## src/gsic_pkg.sv

```systemverilog
package gsic_pkg;

  localparam int DATA_W  = 32;               // Q16.16 word
  localparam int FRAC_W  = 16;
  localparam int PROD_W  = 2 * DATA_W - FRAC_W; // floor(a*b / 2^16)
  localparam int SAT_W   = PROD_W + 1;       // headroom for one add before saturation
  localparam int CMD_W   = 17;               // command, 0..1.0
  localparam int LIMIT_W = 31;
  localparam int CFG_W   = 31;               // widest register
  localparam int CFG_IDX_W = 2;
  localparam int ROW_W   = 2;
  localparam int IDX_W   = 4;                // coeff_index field

  localparam int POLY_TERMS_DEF = 8;

  localparam logic [ROW_W-1:0] ROW_REF = 2'd3; // reference velocity row

  localparam logic KIND_LOAD   = 1'b0;
  localparam logic KIND_SAMPLE = 1'b1;

  localparam logic [CFG_IDX_W-1:0] REG_UOPT  = 2'd0;
  localparam logic [CFG_IDX_W-1:0] REG_DT    = 2'd1;
  localparam logic [CFG_IDX_W-1:0] REG_LIMIT = 2'd2;

  localparam logic [CMD_W-1:0]   UOPT_RESET  = 17'd32768;
  localparam logic [CMD_W-1:0]   DT_RESET    = 17'd655;
  localparam logic [LIMIT_W-1:0] LIMIT_RESET = 31'd655360;
  localparam logic [CMD_W-1:0]   CMD_ONE     = 17'd65536;

  // saturate to signed 32 bits: in range when the top bits all copy bit 31
  function automatic logic signed [DATA_W-1:0] sat32(input logic signed [SAT_W-1:0] v);
    logic signed [DATA_W-1:0] r;
    if (&v[SAT_W-1:DATA_W-1] || ~|v[SAT_W-1:DATA_W-1]) begin
      r = v[DATA_W-1:0];
    end else if (v[SAT_W-1]) begin
      r = {1'b1, {(DATA_W-1){1'b0}}};
    end else begin
      r = {1'b0, {(DATA_W-1){1'b1}}};
    end
    return r;
  endfunction

endpackage

```

## src/gsic_coeff_mem.sv

```systemverilog
module gsic_coeff_mem #(
  parameter int ADDR_W = 5
) (
  input  logic                        clk,
  input  logic                        rst,
  input  logic                        we,
  input  logic [ADDR_W-1:0]           waddr,
  input  logic [gsic_pkg::DATA_W-1:0] wdata,
  input  logic [ADDR_W-1:0]           raddr,
  output logic [gsic_pkg::DATA_W-1:0] rdata
);
  import gsic_pkg::*;

  localparam int DEPTH = 1 << ADDR_W;

  logic [DATA_W-1:0] mem [DEPTH];
  logic [DEPTH-1:0]  valid;
  logic [DATA_W-1:0] rdata_q;
  logic              rvalid_q;

  always_ff @(posedge clk) begin
    if (we) begin
      mem[waddr] <= wdata;
    end
    rdata_q <= mem[raddr];
  end

  // entries never written read as zero
  always_ff @(posedge clk) begin
    if (rst) begin
      valid    <= '0;
      rvalid_q <= 1'b0;
    end else begin
      if (we) begin
        valid[waddr] <= 1'b1;
      end
      rvalid_q <= valid[raddr];
    end
  end

  assign rdata = rvalid_q ? rdata_q : '0;

endmodule

```

## config.mk

```make
export PLATFORM = sky130hd
export DESIGN_NAME = gsic_coeff_mem
export DESIGN_NICKNAME = d
export VERILOG_FILES = /design/src/gsic_pkg.sv /design/src/gsic_coeff_mem.sv
export SDC_FILE = /design/constraint.sdc
export NUM_CORES = 1
export LEC_CHECK = 0
export BUFFER_PORTS_ARGS = -buffer_cell sky130_fd_sc_hd__clkbuf_2
export CAP_MARGIN = 0
export CORE_AREA = 5 5 404 406
export CTS_BUF_LIST = sky130_fd_sc_hd__clkbuf_4
export DETAILED_ROUTE_END_ITERATION = 8
export DIE_AREA = 0 0 409 411
export PLACE_DENSITY_LB_ADDON = 0.25
export SLEW_MARGIN = 10
export SYNTH_ARGS = -nofsm -noshare
export SYNTH_HDL_FRONTEND = slang
export SYNTH_SLANG_ARGS = --single-unit
```

## constraint.sdc

```tcl
create_clock -name clk -period 7.1 [get_ports clk]
set_input_delay 1.42 -clock clk [delete_from_list [all_inputs] [get_ports clk]]
set_output_delay 1.42 -clock clk [all_outputs]
set_load 0.01 [all_outputs]
```

==> impl_metrics.ini <==
[setup_path]
worstSetupEndpointType = output port
worst_ep_arrival_time_ns = 2.62
crit_path_start_kind = flop
worst-path-buf-inv = 2
crit_chain = buf_4, and2_1, clkbuf_2
cpLargestDelayFamily = flip-flops
required_ns = 5.68
cp_max_fo = 18
cp_slowest_cell = dfxtp_2
crit_type = flop to output port
cpPeakStageDelay_ns = 0.63

[global_routing]
grt_pass1_vias = 21070
antenna_found_initial = 11
globalRouteTotalUtil_pct = 12.99
grt_pass1_wl_um = 155300
grt-ovfl-total = 0
grt_max_degree = 105

[timing]
layout_min_cycle_time_ns = 4.045
fin_setup_tns_ns = 0
slew_headroom_pct = 22.93
setup_violations = 0
drv_slew = 0
fin_crit_sh_pct = 56.97
hold_viol = 0
fin_skew_ns = 0.07843
grt_setup_unrepaired = false
post-route-worst-setup-slack_ns = 3.055
tightest_slew_ns = 1.153
fmax_ghz = 0.2472

[yosys]
syn_inst = 1690
synth_enable_flop_cells = 1024
syn_area_mm2 = 0.04099
synth_ff_type = edfxtp_1
ys_seq_area_share_pct = 78.19
syn_avg_cell_area_um2 = 24.25
ys_ff_latch = 1089
async_flop_share_pct = 0
ys_types = 25
syn-num-nets = 1735
yosysWarnings = 0

[clocking]
hold_buffers = 0
cts.reportedPaths.clkPinSlew_ns = 0.07
tritoncts = done
cts.sinks = 1089
insertion_delay_ns = 1.15
post_cts_buffers = 0
cts_buffers = 307
root_buffer = clkbuf_4
htree_levels = 5
clock_path_buffers = 4
ctsResizeCount = 0

[drt]
drt_iter0_drc = 1741
wl_per_cell_um = 25.27
wirelength_um = 109700
drc = 0
vias = 19480
vias_per_cell = 4.485
ant_nets = 0
first_pass_iters = 5

[die]
rows = 147
start_util_pct = 25.71
die_h_um = 411
fp.dieW_um = 409
coreArea_mm2 = 0.1595
dieArea_mm2 = 0.1681
num_io_pins = 77

[finish]
final_common_cell = edfxtp_1
fill_cells = 15360
fin_nets = 2077
final_cells = 4343
final_cell_mix = 1,024 x edfxtp_1, 462 x clkbuf_4, 326 x mux4_2
area_growth_pct = 16.93
layout-drive-gt1-share_pct = 44.19
final_util_pct = 30.06

[power]
total_power_uw = 13270
leakage_uw = 0.01512
power_density_mw_per_mm2 = 276.8
peakVddDrop_mv = 0.1688

[placement]
post-place-ws_ns = 2.583
dp_hpwl_um = 54550
place.gp.congestion = 0.6841
portBuffers = 76
dp_cells = 3809

[flow_run]
maxCapViolations = 0

[min_path]
hp-class = flop to flop

[status]
status = complete, no violations
## Yosys cell counts (all sizes together) (3+ instances only)
cell type | count | area [um2]
edfxtp | 1024 | 30750
mux4 | 326 | 7342
nor2 | 96 | 360.4
dfxtp | 65 | 1301
clkbuf | 47 | 176.4
buf | 39 | 269.0
mux2 | 35 | 394.1
and2 | 32 | 200.2
nand3b | 5 | 37.54
or3b | 4 | 35.04
a2111oi | 3 | 26.28
nor2b | 3 | 18.77
## per-layer routing
metal  vias to the layer above  GRT usage, %  wire length [um]
met1                     10600         17.81             49010
met3                       142         3.458              6567
li1                       8110             -                 -
met4                         8         3.529              1455
met5                         -             0                54
met2                       622         20.49             52660
## through the flow
| step | cell area [um2] | hold WS (ns) |
|---|---|---|
| 2_1_floorplan | 40990 | 0.4323 |
| 3_3_place_gp | 44170 | 0.4443 |
| 3_5_place_dp | 44170 | 0.4499 |
| 4_1_cts | 47920 | 0.4648 |
| 5_1_grt | 47930 | 0.4935 |
| 6_report | 47930 | 0.4598 |
## path summary, 6_finish.rpt
check | from | end | slack, ns | cells past startpoint
max reg2reg | mem[15][21] | rdata_q[21] | 5.17 | 3
min | valid[8] | valid[8] | 0.46 | 2
min reg2reg | valid[8] | valid[8] | 0.46 | 2
max | rvalid_q | rdata[31] | 3.06 | 3
## worst min-delay path, delay by kind of cell (launching register included)
family | cells | cell delay, ns
AND/OR/NAND/NOR | 2 | 0.10
flip-flops | 1 | 0.32
## power by group
group | switching, uW | internal [uW] | leakage [uW]
combinational | 348 | 265 | 0.00307
clock | 2540 | 2960 | 0.00229
sequential | 37.1 | 7120 | 0.00976
total | 2920 | 10300 | 0.0151
## area by class of cell
type | count | area [um2] | share of cell area, %
sequential | 1089 | 32050 | 66.87
multi-input combinational | 515 | 8735 | 18.22
clock buffer | 462 | 3468 | 7.236
tap | 2086 | 2610 | 5.445
timing repair buffer | 119 | 772.0 | 1.611
clock inverter | 69 | 285.3 | 0.5952
antenna | 3 | 7.507 | 0.01566
## flip-flops by register name, summed over array words and instances (netlist names)
name and count:
rvalid_q 1, rdata_q 32, mem 1024, valid 32
## cell families after synthesis
kind of cell | share of synthesized area [%]
flip-flops | 78.19
AND/OR/NAND/NOR | 1.691
AO/OA/AOI/OAI | 0.1099
buffers and inverters | 1.087
multiplexers | 18.92
No activity file was read; power rests on OpenSTA's default activity.
