**src/gsic_pkg.sv**
```systemverilog
package gsic_pkg;

  localparam int DATA_W  = 32;               // Q16.16 word
  localparam int FRAC_W  = 16;
  localparam int PROD_W  = 2 * DATA_W - FRAC_W; // floor(a*b / 2^16)
  localparam int SAT_W   = PROD_W + 1;       // headroom for one add before saturation
  localparam int CMD_W   = 17;               // command, 0..1.0
  localparam int LIMIT_W = 31;
  localparam int CFG_W   = 31;               // widest register
  localparam int CFG_IDX_W = 2;
  localparam int ROW_W   = 2;
  localparam int IDX_W   = 4;                // coeff_index field

  localparam int POLY_TERMS_DEF = 8;

  localparam logic [ROW_W-1:0] ROW_REF = 2'd3; // reference velocity row

  localparam logic KIND_LOAD   = 1'b0;
  localparam logic KIND_SAMPLE = 1'b1;

  localparam logic [CFG_IDX_W-1:0] REG_UOPT  = 2'd0;
  localparam logic [CFG_IDX_W-1:0] REG_DT    = 2'd1;
  localparam logic [CFG_IDX_W-1:0] REG_LIMIT = 2'd2;

  localparam logic [CMD_W-1:0]   UOPT_RESET  = 17'd32768;
  localparam logic [CMD_W-1:0]   DT_RESET    = 17'd655;
  localparam logic [LIMIT_W-1:0] LIMIT_RESET = 31'd655360;
  localparam logic [CMD_W-1:0]   CMD_ONE     = 17'd65536;

  // saturate to signed 32 bits: in range when the top bits all copy bit 31
  function automatic logic signed [DATA_W-1:0] sat32(input logic signed [SAT_W-1:0] v);
    logic signed [DATA_W-1:0] r;
    if (&v[SAT_W-1:DATA_W-1] || ~|v[SAT_W-1:DATA_W-1]) begin
      r = v[DATA_W-1:0];
    end else if (v[SAT_W-1]) begin
      r = {1'b1, {(DATA_W-1){1'b0}}};
    end else begin
      r = {1'b0, {(DATA_W-1){1'b1}}};
    end
    return r;
  endfunction

endpackage

```
**src/gsic_mul.sv**
```systemverilog
module gsic_mul (
  input  logic                               clk,
  input  logic signed [gsic_pkg::DATA_W-1:0] a,
  input  logic signed [gsic_pkg::DATA_W-1:0] b,
  output logic signed [gsic_pkg::PROD_W-1:0] q
);
  import gsic_pkg::*;

  logic signed [2*DATA_W-1:0] prod;

  assign prod = (2*DATA_W)'(a) * (2*DATA_W)'(b);

  // arithmetic shift by dropping low bits: rounds toward minus infinity
  always_ff @(posedge clk) begin
    q <= prod[2*DATA_W-1:FRAC_W];
  end

endmodule

```
**config.mk**
```make
export PLATFORM = sky130hd
export DESIGN_NAME = gsic_mul
export DESIGN_NICKNAME = d
export VERILOG_FILES = /design/src/gsic_pkg.sv /design/src/gsic_mul.sv
export SDC_FILE = /design/constraint.sdc
export NUM_CORES = 2
export LEC_CHECK = 0
export BUFFER_PORTS_ARGS = -buffer_cell sky130_fd_sc_hd__buf_4
export CELL_PAD_IN_SITES_DETAIL_PLACEMENT = 1
export CELL_PAD_IN_SITES_GLOBAL_PLACEMENT = 2
export CORE_MARGIN = 4
export CORE_UTILIZATION = 35
export DETAILED_ROUTE_END_ITERATION = 16
export GPL_ROUTABILITY_DRIVEN = 0
export PLACE_DENSITY = 0.79
export SLEW_MARGIN = 15
export SYNTH_ARGS = -nofsm -noshare
export SYNTH_HDL_FRONTEND = slang
export SYNTH_SLANG_ARGS = --single-unit
```
**constraint.sdc**
```tcl
create_clock -name clk -period 11.77 [get_ports clk]
set_input_delay 0.5885 -clock clk [delete_from_list [all_inputs] [get_ports clk]]
set_output_delay 0.5885 -clock clk [all_outputs]
set_load 0.005 [all_outputs]
```
==> results by group <==
Global routing
  – Global-route wire length before repair: 174000 um
  – Initial antenna violation count: 1
  – Total GRT Usage: 0.211
  – Congestion Overflow GR: 0
  – Vias in the first global route: just under 30000
  – Largest net degree at the start of global routing: 33

Floorplanning
  – Die area: between 100000 and 150000 um^2
  – Starting utilization of the core area: 0.353
  – Chip Height: around 330 um
  – Row count: ~120
  – Placeable core region: 103000 um^2
  – Io pins: approximately 110
  – Die width: between 300 and 400 um

Yosys
  – Cell Area, Synth: around 37000 um^2
  – Sequential area share after synthesis: 0.0263
  – Number of synthesized flops with an enable pin: 0
  – Yosys cell types: 54
  – Cell types occupying the most area after synthesis: fa_1 (59%), inv_1 (9.8%), and2_1 (8.8%), ha_1 (6.2%), nand2_1 (5.3%)
  – Synthesized area per cell: between 9 and 10 um^2
  – Area share of the leading cell type in the synthesized netlist: 0.593
  – Synthesized flop and latch total: 48
  – Synth Instances: roughly 3800
  – Warnings from Yosys: 0
  – Share of async-settable or async-resettable flops after synthesis: 0
  – Post-synthesis net count: 5146
  – Leading area contributor after synthesis: fa_1
  – Main flop type after synthesis: dfxtp_1

Drt
  – Pre-antenna DRT Iters: 5
  – Number of nets still failing antenna checks after routing: 0
  – Number of DRC violations after detailed routing: 0
  – Average wire per standard cell: around 21 um
  – Vias per cell: between 4 and 5
  – Starting DRC count in detailed routing: 1100
  – Routed WL: around 110000 um
  – Vias after detailed routing: around 25000

Timing
  – Worst Max-Slew Pin Slew: 1.27 ns
  – Portion of the clock cycle consumed by the worst path in the final layout: 0.738
  – Worst rel slew slack: 0.145
  – Total negative slack: 0 ns
  – Post-layout min period: 8.69 ns
  – Worst setup slack after layout: 3.08 ns
  – Setup-failing EPs final: 0
  – Unrepaired setup endpoints after global routing: no
  – Final hold vios: 0
  – Number of max-slew violations in the final report: 0
  – Maximum frequency from static timing analysis: approximately 120 MHz

Clock tree
  – Maximum count of clock buffers along a single path: 2
  – Quantity of gates resized following cts: 0
  – Post-CTS Setup Bufs: 0
  – TritonCTS buffer count: 5
  – CTS clock-pin slew for the worst setup and hold paths: roughly 0.090 ns
  – Hold_buf cts: 0
  – # clock sinks: 48
  – Root Driver: clkbuf_16
  – TritonCTS clock tree: done
  – Number of H-tree levels: 2

Finish
  – Final std cells w/o fill: just over 5000
  – Cell area after layout: a little under 40000 um^2
  – Multi-input combinational cell area: around 31000 um^2
  – Area used by sequential logic in the layout: around 960 um^2
  – Number of flip-flops under the largest register name: between 40 and 50
  – Biggest registers after layout: q x48
  – Layout area overhead: 5.56%
  – Layout cells sized above 1: 0.0358
  – Fin nets: 5065
  – Filler cells: roughly 12000
  – Top reg by flops: q

Placement
  – Pre-CTS WS: about 2.7 ns
  – Number of port buffers: ~110
  – Placed instance count: between 5000 and 6000
  – DPL Wire Length: between 80000 and 90000 um
  – Post-place instance area: roughly 38000 um^2

Critical path
  – Worst endpoint data arrival time: ~9.0 ns
  – Largest fanout on the critical path: 32
  – CP Class: input pin to flop
  – Number of buffer and inverter instances along the worst setup path: 8
  – Worst EP required: ~12 ns
  – Cell with the most instances on the worst path: fa_1
  – Critical Path Slowest Stage Cell: fa_1
  – Critical Path Source Type: input pin
  – Worst path top cell family by delay: adder cells
  – CP endpoint kind: flop
  – Slowest Stage Delay on Critical Path: roughly 0.86 ns

Worst hold path
  – Classification of the worst-slack hold path: flop to primary output
  – Hold_sp: q[40]$_DFF_P_
  – Worst min-delay path endpoint: q[40]
  – Hold Path Cell Cnt: 1

Run status
  – Outcome: completed

Run
  – Max-cap violation count: 0
-- metrics by stage --
step                 util  hold WS (ns)
floorplan               -         0.873
global placement    0.370         0.970
detailed placement  0.370         0.971
CTS                 0.372          1.39
global route        0.372          1.40
finish              0.372          1.36
-- placed cells by master, fill, tap and decap left out, types with 26 or more instances in the layout --
cell type  netlist  routed
o21ai_0         26      26
fa_1          1081    1081
nor2_1          46      46
ha_1           180     180
dfxtp_1         48      48
inv_1          950     950
xnor2_1         40      40
and2_1         512     512
nand2_1        513     513
buf_4            0     117
a21oi_1         48      48
-- cell usage after synthesis (2+ instances only) --
cell,n
o311ai_1,2
a221oi_1,3
nor4_1,3
nand4b_1,3
dfxtp_1,48
o2111ai_1,3
inv_1,950
nor2_1,46
o21a_1,6
nor3_1,7
buf_1,4
a211o_1,2
xnor2_1,40
clkbuf_1,200
o31ai_1,3
a21oi_1,48
xor2_1,23
o21bai_1,8
o21ai_0,26
o21ai_1,2
nor2b_1,4
and4_1,2
and2_1,512
nand3_1,12
a21o_1,21
nand2_1,513
a211oi_1,5
o21ai_2,2
o221ai_1,2
nand2b_1,12
fa_1,1081
a311oi_1,2
and3_1,7
ha_1,180
o211ai_1,3
nand4_1,14
o211a_1,3
o22ai_1,2
-- layout make-up --
| cell class | instances | share of cell area |
|---|---|---|
| clock buffers | 5 | 0.00325 |
| flip-flops and latches | 48 | 0.0249 |
| repair buffers | 117 | 0.0228 |
| inverters | 950 | 0.0925 |
| diodes | 1 | 0.0000649 |
| clock inverters | 3 | 0.00179 |
| well taps | 1380 | 0.0448 |
| multi-input cells | 2617 | 0.810 |
-- worst max path at each step --
| stage | startpoint | cells past startpoint | endpoint |
|---|---|---|---|
| 3_5_place_dp | b[5] | 27 | q[47]$_DFF_P_ |
| 2_1_floorplan | a[31] | 27 | q[47]$_DFF_P_ |
| 3_3_place_gp | b[5] | 27 | q[47]$_DFF_P_ |
| 4_1_cts | b[5] | 27 | q[47]$_DFF_P_ |
| 5_1_grt | b[5] | 27 | q[47]$_DFF_P_ |
| 6_report | b[5] | 27 | q[47]$_DFF_P_ |
-- kinds of logic (layout without fill, tap and decap cells) --
| logic type | after synthesis | count (layout) | synth area share |
|---|---|---|---|
| fa+ha+maj | 1261 | 1261 | 0.655 |
| compound gates | 153 | 153 | 0.0282 |
| flops | 48 | 48 | 0.0263 |
| other cells | 0 | 1 | 0 |
| simple gates | 1140 | 1140 | 0.157 |
| buf+inv | 1155 | 1075 | 0.119 |
| xor+xnor | 63 | 63 | 0.0151 |
-- per-layer routing --
layer / GRT usage / up-vias / part of all wire
li1: - / 10600 / -
met1: 0.274 / 13500 / 0.42
met5: 0 / - / 0
met3: 0.0214 / 133 / 0.040
met4: 0.0659 / 0 / 0.034
met2: 0.372 / 554 / 0.51
Power is left out: the tool's default activity adds up to more than one toggle a clock period on the data nets, which glitch-free logic cannot reach.
